**src/hdl/combined_lfsr_byte_masker_macros.svh**
```systemverilog
// Assertion macros for the combined LFSR byte masker.
// Each macro expands to one labeled concurrent assertion on clk and rst_n.
`ifndef COMBINED_LFSR_BYTE_MASKER_MACROS_SVH
`define COMBINED_LFSR_BYTE_MASKER_MACROS_SVH

// Same-cycle implication, disabled while reset is asserted.
`define CLLBM_ASSERT_NOW(label, ante, cons, msg) \
  label: assert property (@(posedge clk) disable iff (!rst_n) (ante) |-> (cons)) \
    else $error(msg);

// Next-cycle implication, disabled while reset is asserted.
`define CLLBM_ASSERT_NEXT(label, ante, cons, msg) \
  label: assert property (@(posedge clk) disable iff (!rst_n) (ante) |=> (cons)) \
    else $error(msg);

`endif

```
**src/hdl/cllbm_pkg.sv**
```systemverilog
// Shared constants, types and the LFSR step function of the combined LFSR byte masker.
// No dependencies; the interfaces and modules of the block refer to it by scoped names.
package cllbm_pkg;

  localparam int DATA_W        = 8;
  localparam int BITS_PER_ITEM = 8;
  localparam int KS_ACC_W      = 32;

  localparam int SHORT_LEN = 19;
  localparam int SHORT_TAP = 6;
  localparam int LONG_LEN  = 118;
  localparam int LONG_TAP  = 84;

  localparam logic [SHORT_LEN-1:0] SHORT_SEED = 19'h43E8B;
  localparam logic [LONG_LEN-1:0]  LONG_SEED  =
    118'b1111111001110010011000011001010100010010000101111111110101001010000000110001101111111011111011110010010000101111001101;

  typedef logic [DATA_W-1:0] byte_t;

  typedef struct packed {
    logic [SHORT_LEN-1:0] sr;
    logic [LONG_LEN-1:0]  lr;
  } lfsr_state_t;

  typedef struct packed {
    lfsr_state_t state;
    byte_t       ks;
  } lfsr_adv_t;

  // Steps both registers BITS_PER_ITEM times; the first keystream bit lands
  // furthest left, and the low DATA_W bits form the mask.
  function automatic lfsr_adv_t lfsr_advance(lfsr_state_t cur);
    lfsr_state_t         s;
    logic [KS_ACC_W-1:0] acc;
    logic                fb1;
    logic                fb2;
    lfsr_adv_t           res;
    s   = cur;
    acc = '0;
    for (int i = 0; i < BITS_PER_ITEM; i++) begin
      fb1  = s.sr[0] ^ s.sr[SHORT_TAP];
      fb2  = s.lr[LONG_LEN-1] ^ s.lr[LONG_TAP];
      s.sr = {fb1, s.sr[SHORT_LEN-1:1]};
      s.lr = {fb2, s.lr[LONG_LEN-1:1]};
      acc  = {acc[KS_ACC_W-2:0], fb1 ^ fb2};
    end
    res.state = s;
    res.ks    = acc[DATA_W-1:0];
    return res;
  endfunction

endpackage

```
**src/hdl/cllbm_in_if.sv**
```systemverilog
// Input channel of the combined LFSR byte masker: valid, ready and one data byte.
// Depends on cllbm_pkg for the byte type.
interface cllbm_in_if;
  logic               valid;
  logic               ready;
  cllbm_pkg::byte_t   data_in;

  modport source (output valid, output data_in, input ready);
  modport sink   (input valid, input data_in, output ready);
endinterface

```
**src/hdl/cllbm_out_if.sv**
```systemverilog
// Result channel of the combined LFSR byte masker: valid, ready and one masked byte.
// Depends on cllbm_pkg for the byte type.
interface cllbm_out_if;
  logic               valid;
  logic               ready;
  cllbm_pkg::byte_t   data_out;

  modport source (output valid, output data_out, input ready);
  modport sink   (input valid, input data_out, output ready);
endinterface

```
**src/hdl/cllbm_keystream.sv**
```systemverilog
// Keystream generator: the 19-bit and 118-bit LFSR state and its per-beat advance.
// Depends on cllbm_pkg for the seeds and the step function.
module cllbm_keystream (
  input  logic             clk,
  input  logic             rst_n,
  input  logic             advance,
  output cllbm_pkg::byte_t ks_byte
);

  cllbm_pkg::lfsr_state_t state_r;
  cllbm_pkg::lfsr_state_t state_nxt;
  cllbm_pkg::lfsr_adv_t   adv;

  always_comb begin
    adv       = cllbm_pkg::lfsr_advance(state_r);
    state_nxt = advance ? adv.state : state_r;
  end

  assign ks_byte = adv.ks;

  always_ff @(posedge clk) begin
    if (!rst_n) begin
      state_r.sr <= cllbm_pkg::SHORT_SEED;
      state_r.lr <= cllbm_pkg::LONG_SEED;
    end else begin
      state_r <= state_nxt;
    end
  end

endmodule

```
**src/hdl/cllbm_out_stage.sv**
```systemverilog
// Result register: holds one masked byte until the sink takes it.
// Depends on cllbm_pkg and the cllbm_out_if interface.
module cllbm_out_stage (
  input  logic               clk,
  input  logic               rst_n,
  input  logic               load,
  input  cllbm_pkg::byte_t   load_data,
  output logic               space,
  cllbm_out_if.source        out_ch
);

  logic             valid_r;
  logic             valid_nxt;
  cllbm_pkg::byte_t data_r;
  cllbm_pkg::byte_t data_nxt;

  // Room for a new beat when empty or when the held beat leaves this cycle.
  assign space = !valid_r || out_ch.ready;

  always_comb begin
    valid_nxt = valid_r;
    data_nxt  = data_r;
    if (load) begin
      valid_nxt = 1'b1;
      data_nxt  = load_data;
    end else if (out_ch.ready) begin
      valid_nxt = 1'b0;
    end
  end

  always_ff @(posedge clk) begin
    if (!rst_n) begin
      valid_r <= 1'b0;
    end else begin
      valid_r <= valid_nxt;
    end
  end

  always_ff @(posedge clk) begin
    data_r <= data_nxt;
  end

  assign out_ch.valid    = valid_r;
  assign out_ch.data_out = data_r;

endmodule

```
**src/hdl/combined_lfsr_byte_masker.sv**
```systemverilog
// Combined LFSR byte masker, top level: XORs each data byte with 8 keystream bits.
// An accepted input beat's result is registered and appears on the output in the next cycle.
// Throughput: 1 beat per cycle while the sink keeps up; the keystream advance is 8 unrolled LFSR steps in XOR logic.
// Reset: synchronous active-low rst_n loads both LFSR seeds and empties the result register.
// Depends on cllbm_pkg, cllbm_in_if, cllbm_out_if, cllbm_keystream and cllbm_out_stage.
`include "combined_lfsr_byte_masker_macros.svh"

module combined_lfsr_byte_masker (
  input  logic        clk,
  input  logic        rst_n,
  cllbm_in_if.sink    in_ch,
  cllbm_out_if.source out_ch
);

  // The keystream byte for the next beat is always waiting as combinational
  // logic on the current LFSR state. When a beat is accepted, the masked byte
  // is captured in the result register and both LFSRs step eight times in the
  // same edge, so the next beat sees fresh keystream without a bubble.
  logic             in_accept;
  logic             out_space;
  cllbm_pkg::byte_t ks_byte;
  cllbm_pkg::byte_t masked;

  // Input is taken whenever the result register is empty or is being drained
  // this cycle, so a result that leaves in this cycle never blocks the next
  // beat from entering. A result that the sink refuses holds the input off.
  assign in_ch.ready = out_space;
  assign in_accept   = in_ch.valid && out_space;

  // Masking and unmasking are the same XOR.
  assign masked = in_ch.data_in ^ ks_byte;

  cllbm_keystream u_keystream (
    .clk     (clk),
    .rst_n   (rst_n),
    .advance (in_accept),
    .ks_byte (ks_byte)
  );

  cllbm_out_stage u_out_stage (
    .clk       (clk),
    .rst_n     (rst_n),
    .load      (in_accept),
    .load_data (masked),
    .space     (out_space),
    .out_ch    (out_ch)
  );

  // Every accepted beat shows up as a result in the following cycle.
  `CLLBM_ASSERT_NEXT(a_accept_gives_result, in_accept, out_ch.valid, "accepted beat has no result")

  // The result carries the input byte masked with the keystream seen at accept.
  `CLLBM_ASSERT_NEXT(a_result_value, in_accept, out_ch.data_out == $past(masked), "wrong masked byte")

  // The keystream only moves when a beat is accepted.
  `CLLBM_ASSERT_NEXT(a_ks_holds, !in_accept, $stable(ks_byte), "keystream advanced without a beat")

  // An empty result register always leaves the input open.
  `CLLBM_ASSERT_NOW(a_empty_ready, !out_ch.valid, in_ch.ready, "input blocked while result empty")

endmodule
```
**src/flat_wrapper.sv**
```systemverilog
// flat-port wrapper written by rule: the top's interface ports become plain ports
module combined_lfsr_byte_masker_flat 
  (clk, rst_n, in_ch_valid, in_ch_data_in, in_ch_ready, out_ch_valid, out_ch_data_out, out_ch_ready);
  cllbm_in_if in_ch_i ();
  cllbm_out_if out_ch_i ();
  input  logic clk;
  input  logic rst_n;
  input wire logic [$bits(in_ch_i.valid)-1:0] in_ch_valid;
  input wire logic [$bits(in_ch_i.data_in)-1:0] in_ch_data_in;
  output wire logic [$bits(in_ch_i.ready)-1:0] in_ch_ready;
  output wire logic [$bits(out_ch_i.valid)-1:0] out_ch_valid;
  output wire logic [$bits(out_ch_i.data_out)-1:0] out_ch_data_out;
  input wire logic [$bits(out_ch_i.ready)-1:0] out_ch_ready;
  assign in_ch_i.valid = in_ch_valid;
  assign in_ch_i.data_in = in_ch_data_in;
  assign in_ch_ready = in_ch_i.ready;
  assign out_ch_valid = out_ch_i.valid;
  assign out_ch_data_out = out_ch_i.data_out;
  assign out_ch_i.ready = out_ch_ready;
  combined_lfsr_byte_masker u_core (.clk(clk), .rst_n(rst_n), .in_ch(in_ch_i), .out_ch(out_ch_i));
endmodule
```
**config.mk**
```make
export PLATFORM = sky130hd
export DESIGN_NAME = combined_lfsr_byte_masker_flat
export DESIGN_NICKNAME = d
export VERILOG_FILES = /design/src/hdl/cllbm_pkg.sv /design/src/hdl/cllbm_in_if.sv /design/src/hdl/cllbm_out_if.sv /design/src/hdl/cllbm_keystream.sv /design/src/hdl/cllbm_out_stage.sv /design/src/hdl/combined_lfsr_byte_masker.sv /design/src/flat_wrapper.sv
export VERILOG_INCLUDE_DIRS = /design/src /design/src/hdl
export SDC_FILE = /design/constraint.sdc
export NUM_CORES = 1
export LEC_CHECK = 0
export ABC_AREA = 1
export BUFFER_PORTS_ARGS = -buffer_cell sky130_fd_sc_hd__buf_2
export CAP_MARGIN = 15
export CORE_ASPECT_RATIO = 0.8
export CORE_MARGIN = 3
export CORE_UTILIZATION = 58
export DETAILED_ROUTE_END_ITERATION = 10
export GPL_TIMING_DRIVEN = 0
export PLACE_DENSITY_LB_ADDON = 0.1
export RECOVER_POWER = 50
export SETUP_SLACK_MARGIN = 0.05
export SLEW_MARGIN = 20
export SYNTH_ARGS = -nofsm -noshare
export SYNTH_HDL_FRONTEND = slang
export SYNTH_SLANG_ARGS = --single-unit
```
**constraint.sdc**
```tcl
create_clock -name clk -period 1.96 [get_ports clk]
set_input_delay 0.196 -clock clk [delete_from_list [all_inputs] [get_ports clk]]
set_output_delay 0.196 -clock clk [all_outputs]
set_load 0.1 [all_outputs]
```
# Word-level counts from Yosys, hierarchy flattened
# Cells that the tools add are included.
# totals
inputBits	12
elab_cells	35
regBits	146
output_inout_bits	10
# classes
reduce_logical	4
n_mux	2
n_bitwise	25
# op_table
operator	n
1-bit XOR	24
8-bit XOR	1
1-bit 2-to-1 mux	2
2-bit nonzero test	1
1-bit logical AND	1
1-bit logical NOT	1
1-bit logical OR	1

# Depth between registers and ports, before layout
# Gate-level depths: netlist (run 1).
# logic_depth
depth_word	10
mapped_depth	15
mapped_depth_nobuf	15

# By module
# A second synthesis (run 1) with hierarchy kept.
# unflattened
cells_unflattened	339
hier_area_um2	2746.4
# by_module_without_submodules
module	instances	cells_each	area_each_um2	seq_area_each_um2
cllbm_keystream	1	283	2302.2	1061.0
cllbm_out_stage	1	14	286.5	260.2
combined_lfsr_byte_masker	1	42	157.7	0.0

# Worst setup path after synthesis (run 1)
# No wires, ideal clock.
# synth_path
path_kind	register to register
from	register u_core.u_out_stage.valid_r (netlist: u_core.u_out_stage.out_ch.valid)
to	register u_core.u_keystream.state_r, in the netlist u_core.u_keystream.adv[107]
path_stages_with_launch	8
setup_time_ns	0.134
period_less_slack_ns	2.910
arrival_time_ns	2.776
path_buffers	2
t_required_ns	1.826
setup_slack_ns	-0.950
cell_sequence	dfxtp_1 -> nand2_1 -> nand2_1 -> inv_1 -> clkbuf_1 -> buf_1 -> nand2_1 -> nand3_1
# synth_via
elab_chain_cells	3
# synth_lines
element	line	source
start, declared	cllbm_out_stage.sv:12	logic valid_r;
start signal, assigned	cllbm_out_stage.sv:35	valid_r <= valid_nxt;
1-bit logical NOT	cllbm_out_stage.sv:18	assign space = !valid_r || out_ch.ready;
1-bit logical OR	cllbm_out_stage.sv:18	
via in_ch_ready	flat_wrapper.sv:10	output wire logic [$bits(in_ch_i.ready)-1:0] in_ch_ready;
1-bit logical AND	combined_lfsr_byte_masker.sv:28	assign in_accept = in_ch.valid && out_space;
end signal, assigned	cllbm_keystream.sv:26	state_r <= state_nxt;
end, declared	cllbm_keystream.sv:10	cllbm_pkg::lfsr_state_t state_r;
# The timed path passes the listed nets, and every way through them passes these cells.
# A chain may end at the register's enable or synchronous reset.

# Worst setup path after layout (run 1)
# layout_path
from	register u_core.u_keystream.state_r, in the netlist u_core.u_keystream.adv[117]
to	register u_core.u_out_stage.data_r[1] (netlist: u_core.u_out_stage.out_ch.data_out[1]), data pin
# layout_via
elab_chain_cells	9
# layout_lines
element	line	source
1-bit XOR (7 in a row)	cllbm_pkg.sv:42	fb2 = s.lr[LONG_LEN-1] ^ s.lr[LONG_TAP];
1-bit XOR	cllbm_pkg.sv:45	acc = {acc[KS_ACC_W-2:0], fb1 ^ fb2};
8-bit XOR	combined_lfsr_byte_masker.sv:31	assign masked = in_ch.data_in ^ ks_byte;
via u_core.masked[1]	combined_lfsr_byte_masker.sv:22	cllbm_pkg::byte_t masked;
end signal, assigned	cllbm_out_stage.sv:40	data_r <= data_nxt;
end, declared	cllbm_out_stage.sv:14	cllbm_pkg::byte_t data_r;
# The timed path passes the listed nets, and every way through them passes these cells.

==> implementation parameters, run 1 <==
Parameter                              Value

Setup path
  Endpoint of the worst register-to-register path ... u_core.u_out_stage.out_ch.data_out[1]$_DFFE_PP_
  Slowest cell on the critical path ... dfxtp_4
  Worst path bufs/invs ... 1
  Critical path's most frequent cell ... nand2_4
  Setup slack, reg-to-reg ... 0.14 ns
  Worst-path cell chain ... inv_2, nand2_1, nand3_4, nand2_4, nand2_2, nand3_4, nand2_4, nand2_4, nand2_4, nand2_4, nand3_2, nand2_4, xor2_2
  Worst Setup Start Kind ... flip-flop
  Type of the worst setup path ... flip-flop to flip-flop
  Worst EP arrival ... 1.92 ns
  Critical Path Fanout Max ... 4
  Worst R2R Path Depth ... 13
  Launching point of the worst reg2reg path ... u_core.u_keystream.adv[117]$_SDFFE_PN1P_
  CP peak stage delay ... 0.36 ns
  Dominant delay contributor by cell family on the critical path ... simple AND/OR/NAND/NOR gates
  WP data required ... 2.06 ns
  Crit. End Element ... flip-flop

Global route
  Overflow left after global routing ... 0
  Initial antenna violation count ... 0
  Global-route wire length before repair ... 10.0 mm
  Global-route total usage across every layer ... 26.6%
  Number of global-route vias before repair ... 2,001
  Pin count of the biggest net entering global routing ... 18

Synthesis
  Net count of the mapped netlist ... 311
  #FFs+latches synth ... 62
  Share of synthesized area spent on multiplexers ... 0%
  Cell count after synthesis ... 299
  Proportion of netlist area held by the largest area contributor ... 42.1%
  Largest family of logic cells by synthesized area ... simple AND/OR/NAND/NOR gates
  Synthesized area divided by synthesized cell count ... 8.60 µm²
  Fraction of the mapped netlist area in compound gates ... 10.2%
  Most area-hungry cell type in the Yosys netlist ... dfxtp_1
  Parity-gate share of the synthesized area counting xor and xnor cells ... 8.13%
  Largest cells by area after synthesis ... dfxtp_1 42%, edfxtp_1 9.3%, nand2_1 8.6%
  Yosys warning total ... 0
  Post-synthesis instance area ... 2570 µm²
  Post-Synth Adder-Cell Area ... 0%
  Simple-Gate Fraction of Synth Area ... 26.0%
  Unique cell type count in the Yosys netlist ... 21
  Sequential fraction of the synthesis area ... 51.4%

Outcome
  Result of the run ... complete, no violations

Worst hold path
  Worst Hold Depth ... 4
  Worst hold path class ... input port to flip-flop
  Startpoint of the most critical hold path ... out_ch_ready
  Worst min-delay path endpoint ... u_core.u_out_stage.out_ch.valid$_SDFFE_PN0P_

Floorplan
  Floorplan die area ... 5270 µm²
  Effective utilization at floorplan ... 63.8%
  Height of the chip ... 65.5 µm
  Core ar. ... 4030 µm²
  Number of rows created at floorplan ... 20
  Die width ... 80.4 µm
  I/O pins ... 22

CTS
  Clock-pin slew on the worst setup and hold paths ... 0.07 ns
  CTS tree ... built
  Clock latency reported for the late side of the worst-skew pair ... 0.35 ns
  Clock root buffer ... clkbuf_8
  CTS buffer count ... 9
  Number of clock sinks ... 62
  Number of buffers between clock root and the deepest sink ... 2
  H-tree depth reported by CTS ... 3

Drt
  1st-iter DRT viols ... 125
  Total wirelength of the detailed-routed design ... 6.15 mm
  Number of vias after detailed routing ... 2,101
  Number of routed nets with antenna violations ... 0
  Drt pass-1 iters ... 4
  DRC violations left ... 0
  Routed via count divided by cell count ... 5.37
  Wirelength per Cell ... 15.7 µm

Timing
  Count of endpoints failing setup in the final report ... 0
  Actual transition at the worst max-transition pin ... 0.579 ns
  Final sum of negative setup slack ... 0 ns
  Setup repair after global routing missed its margin ... yes
  Headroom to the max-slew limit ... 61.4%
  Share of the cycle needed by the critical path after routing ... 93.0%
  Achievable clock frequency ... 548 MHz
  Max-slew violation count ... 0
  Skew final ... 0.00817 ns
  Final critical-path required period ... 1.82 ns
  Endpoints failing hold ... 0

Cells and area
  Most used cells in the layout excluding fill and tap cells ... 58 x nand2_1, 52 x dfxtp_1, 28 x nor2_1, 25 x nand3_1, 24 x o21ai_0
  # diodes ... 0
  Number of nets in the layout ... 343
  Filler Cells Inserted ... 313
  Commonest non-fill, non-tap cell in the layout ... nand2_1
  Share of final-layout standard cells stronger than drive strength 1 ... 18.5%
  Sequential cell area ... 1330 µm²
  Area Growth Syn to Fin ... 15.3%
  Area of the multi-input gates ... 1170 µm²
  Final std cells w/o fill ... 391

Place
  Placer Congestion ... 0.829
  Placed Instances ... 375
  Number of port buffers ... 21
  Detailed Place HPWL ... 4.05 mm

Pwr
  Leakage power ... 1.30 nW
  Total power draw ... 3.52 mW
  Power density over cell area ... 1190 nW/µm²
  Worst-case vdd ir drop ... 0.000842 V

Flow run
  Count of max-cap constraint violations ... 0
-- report_power, final --
part | internal [mW] | switching [mW] | total [mW]
clock | 0.571 | 0.482 | 1.05
sequential | 1.45 | 0.0784 | 1.53
combinational | 0.243 | 0.690 | 0.933
total | 2.27 | 1.25 | 3.52
-- tightest hold or removal path: stages --
cell and delay [ns]:
buf_2 0.08, inv_1 0.05, nand2_4 0.05, a21oi_1 0.06
-- synthesized netlist by cell type (all sizes together) --
| cell type | instances |
|---|---|
| edfxtp | 8 |
| xnor2 | 8 |
| inv | 13 |
| nand3 | 35 |
| a21oi | 22 |
| nand2 | 70 |
| o211ai | 3 |
| xor2 | 15 |
| nor2 | 28 |
| o21ai | 26 |
| buf | 1 |
| clkbuf | 15 |
| nand3b | 1 |
| dfxtp | 54 |
-- worst max path at each step --
stage | from | endpoint | slack [ns] | cells past startpoint
after floorplan | u_core.u_out_stage.out_ch.valid$_SDFFE_PN0P_ | u_core.u_keystream.adv[107]$_SDFFE_PN1P_ | 0.19 | 7
after CTS | u_core.u_keystream.adv[117]$_SDFFE_PN1P_ | u_core.u_out_stage.out_ch.data_out[1]$_DFFE_PP_ | 0.06 | 14
after global routing | u_core.u_keystream.adv[84]$_SDFFE_PN0P_ | u_core.u_out_stage.out_ch.data_out[0]$_DFFE_PP_ | 0.03 | 14
final | u_core.u_keystream.adv[117]$_SDFFE_PN1P_ | u_core.u_out_stage.out_ch.data_out[1]$_DFFE_PP_ | 0.14 | 13
after global placement | u_core.u_keystream.adv[117]$_SDFFE_PN1P_ | u_core.u_out_stage.out_ch.data_out[1]$_DFFE_PP_ | 0.06 | 14
after detailed placement | u_core.u_keystream.adv[117]$_SDFFE_PN1P_ | u_core.u_out_stage.out_ch.data_out[1]$_DFFE_PP_ | 0.02 | 14
-- cells by family after synthesis --
| kind of cell | after synthesis |
|---|---|
| xor+xnor | 23 |
| simple gates | 134 |
| compound gates | 51 |
| buf+inv | 29 |
| flops | 62 |
-- what timing repair did --
action | CTS | global route
endpoints found under the hold margin | 0 | 0
setup buffers | 0 | 1
pin swaps | 0 | 1
gates resized for setup | 1 | 6
endpoints found under the setup margin | 2 | 13
hold buffers | 0 | 0
-- registers in the layout, indices dropped and copies added (netlist names) --
signal and count:
u_core.u_keystream.adv 45, u_core.u_keystream.state_r 8, u_core.u_out_stage.out_ch.data_out 8, u_core.u_out_stage.out_ch.valid 1
-- final cells by class --
type                            count  area share, %
Sequential cell                    62           44.7
Timing Repair Buffer               22           3.80
Clock inverter                      6           1.77
Buffer                             15           1.94
Multi-Input combinational cell    208           39.5
Clock buffer                       10           4.31
Tap cell                           55           2.32
Inverter                           13           1.65
-- through the flow --
step	setup slack (ns)	util (%)	hold WS (ns)	instance area (µm²)
CTS	0.0605	72.9	0.119	2940
floorplan	0.187	-	0.429	2580
global route	0.0345	73.6	0.156	2960
finish	0.136	73.6	0.143	2960
global placement	0.0608	68.4	0.438	2760
detailed placement	0.0181	68.4	0.443	2760
-- routing by layer --
layer  part of all wire [%]  track usage (%)
met5                      0                0
met4                    1.2             8.02
met3                    9.2             9.86
met1                     44             33.8
met2                     46             42.3
(Power assumes the default switching activity.)
==> run 2: changes to the inputs <==
--- a/config.mk
+++ b/config.mk
@@ -11,7 +11,7 @@
 export CAP_MARGIN = 15
 export CORE_ASPECT_RATIO = 0.8
 export CORE_MARGIN = 3
-export CORE_UTILIZATION = 58
+export CORE_UTILIZATION = 39
 export DETAILED_ROUTE_END_ITERATION = 10
 export GPL_TIMING_DRIVEN = 0
 export PLACE_DENSITY_LB_ADDON = 0.1
==> implementation parameters, run 2 (synthesis gave the netlist of run 1 again) <==
Parameter                              Value

Timing
  Endpoints failing hold ... 0
  Final critical-path required period ... 1.81 ns
  Max-slew violation count ... 0
  Actual transition at the worst max-transition pin ... 0.594 ns
  Share of the cycle needed by the critical path after routing ... 92.5%
  Skew final ... 0.00603 ns
  Headroom to the max-slew limit ... 60.4%
  Setup repair after global routing missed its margin ... yes
  Achievable clock frequency ... 552 MHz
  Count of endpoints failing setup in the final report ... 0

Global route
  Global-route wire length before repair ... 10.1 mm
  Global-route total usage across every layer ... 17.2%
  Global Route met3 Usage ... 6.04%
  Initial antenna violation count ... 0
  Fraction of met1 tracks used by global routing ... 23.3%
  Global routing usage on met2 ... 26.0%
  GRT busiest layer ... met2
  Overflow left after global routing ... 0
  Number of global-route vias before repair ... 1,973
  Pin count of the biggest net entering global routing ... 18

Pwr
  Power density over cell area ... 1200 nW/µm²
  Part of the power in the clock network ... 32.9%
  Relative contribution of sequential cells to total power ... 41.8%
  Net Sw Frac ... 34.3%
  Comb power frac ... 25.3%
  Worst-case vdd ir drop ... 0.000561 V
  Leakage power ... 1.32 nW
  Net Sw Power ... 1.26 mW
  Internal power summed over all cells ... 2.41 mW

CTS
  CTS tree ... built
  Clock latency reported for the late side of the worst-skew pair ... 0.34 ns
  Number of clock sinks ... 62
  Number of buffers between clock root and the deepest sink ... 2
  H-tree depth reported by CTS ... 3
  CTS buffer count ... 9
  Clock root buffer ... clkbuf_8
  Clock-pin slew on the worst setup and hold paths ... 0.07 ns

Floorplan
  I/O pins ... 22
  Core ar. ... 6130 µm²
  Die width ... 96.8 µm
  Effective utilization at floorplan ... 41.9%
  Number of rows created at floorplan ... 25
  Height of the chip ... 78.6 µm
  Floorplan die area ... 7610 µm²

Setup path
  Crit. End Element ... flip-flop
  Critical Path Fanout Max ... 4
  WP data required ... 2.06 ns
  Worst EP arrival ... 1.91 ns
  Worst Setup Start Kind ... flip-flop
  Type of the worst setup path ... flip-flop to flip-flop

Cells and area
  Area Growth Syn to Fin ... 18.4%
  # diodes ... 0
  Share of final-layout standard cells stronger than drive strength 1 ... 19.8%
  Most used cells in the layout excluding fill and tap cells ... 58 x nand2_1, 52 x dfxtp_1, 28 x nor2_1, 25 x nand3_1, 24 x o21ai_0
  Final standard cell area without fillers ... 3040 µm²
  Number of nets in the layout ... 345
  Max reg flops ... 45
  Commonest non-fill, non-tap cell in the layout ... nand2_1
  Final std cells w/o fill ... 419

Drt
  DRC violations left ... 0
  Drt pass-1 iters ... 4
  Routed via count divided by cell count ... 4.88
  Total wirelength of the detailed-routed design ... 6.20 mm
  Number of routed nets with antenna violations ... 0
  1st-iter DRT viols ... 101
  Wirelength per Cell ... 14.8 µm
  Number of vias after detailed routing ... 2,043

Flow run
  Count of max-cap constraint violations ... 0

Place
  Placed Instance Area ... 2790 µm²
  Placed Instances ... 401
  Detailed Place HPWL ... 4.37 mm
  Number of port buffers ... 21
  Placer Congestion ... 0.747

Worst hold path
  Worst hold path class ... input port to flip-flop

Outcome
  Result of the run ... complete, no violations
==> run 2: layer usage <==
metal  vias up  wire, µm  share of wire [%]
met2        45      2620                 42
met5         -         0                  0
met4         0        66                1.1
met1       945      3120                 50
li1       1046         -                  -
met3         7       393                6.3
==> run 2: worst max-delay path, stage by stage (launching register included) <==
cell     delay, ns
dfxtp_4       0.38
inv_2         0.05
nand2_1       0.06
nand3_2       0.12
nand2_4       0.11
nand2_2       0.06
nand3_4       0.09
nand3_2       0.14
nand2_4       0.13
nand2_4       0.07
nand3_1       0.09
nand3_1       0.11
nand3_1       0.10
nand2_1       0.05
==> run 2: path summary, 6_finish.rpt <==
kind         depth (start not counted)                                startpoint  slack (ns)                                              end
max                                 13  u_core.u_keystream.adv[117]$_SDFFE_PN1P_        0.15  u_core.u_out_stage.out_ch.data_out[0]$_DFFE_PP_
min                                  4                              out_ch_ready        0.14     u_core.u_out_stage.out_ch.valid$_SDFFE_PN0P_
max reg2reg                         13  u_core.u_keystream.adv[117]$_SDFFE_PN1P_        0.15  u_core.u_out_stage.out_ch.data_out[0]$_DFFE_PP_
min reg2reg                          2  u_core.u_keystream.adv[101]$_SDFFE_PN0P_        0.46          u_core.u_keystream.adv[93]$_SDFFE_PN1P_
==> run 2: cell type report <==
cell class / instances / area, µm²
clock inverter: 7 / 88.8
clock buffer: 9 / 124
tap: 81 / 101
timing repair buffer: 23 / 120
multi-input combinational: 208 / 1170
buffer: 16 / 62.6
inverter: 13 / 48.8
sequential: 62 / 1330
fill: 651 / 3090
==> run 2: power by group through the flow <==
stage	logic (mW)	registers [mW]	clock network [mW]
final	0.928	1.53	1.21
after global routing	1.00	1.55	1.29
after CTS	0.916	1.53	1.23
after detailed placement	0.914	1.55	0
after global placement	0.906	1.55	0
after floorplan	0.448	1.84	0
==> run 2: repair_timing <==
item / CTS / global route
gates resized for setup: 1 / 9
endpoints found under the setup margin: 2 / 13
pin swaps: 0 / 4
setup buffers: 0 / 2
hold buffers: 0 / 0
==> run 2: through the flow <==
step / power, mW / setup slack [ns] / TNS [ns] / util (%) / hold WS [ns]
3_3_place_gp: 2.46 / 0.00186 / 0 / 45.5 / 0.442
3_5_place_dp: 2.47 / -0.00112 / -0.00112 / 45.5 / 0.445
2_1_floorplan: 2.28 / 0.187 / 0 / - / 0.429
5_1_grt: 3.84 / 0.0298 / 0 / 49.6 / 0.151
6_report: 3.66 / 0.148 / 0 / 49.6 / 0.139
4_1_cts: 3.68 / 0.0586 / 0 / 49.0 / 0.115
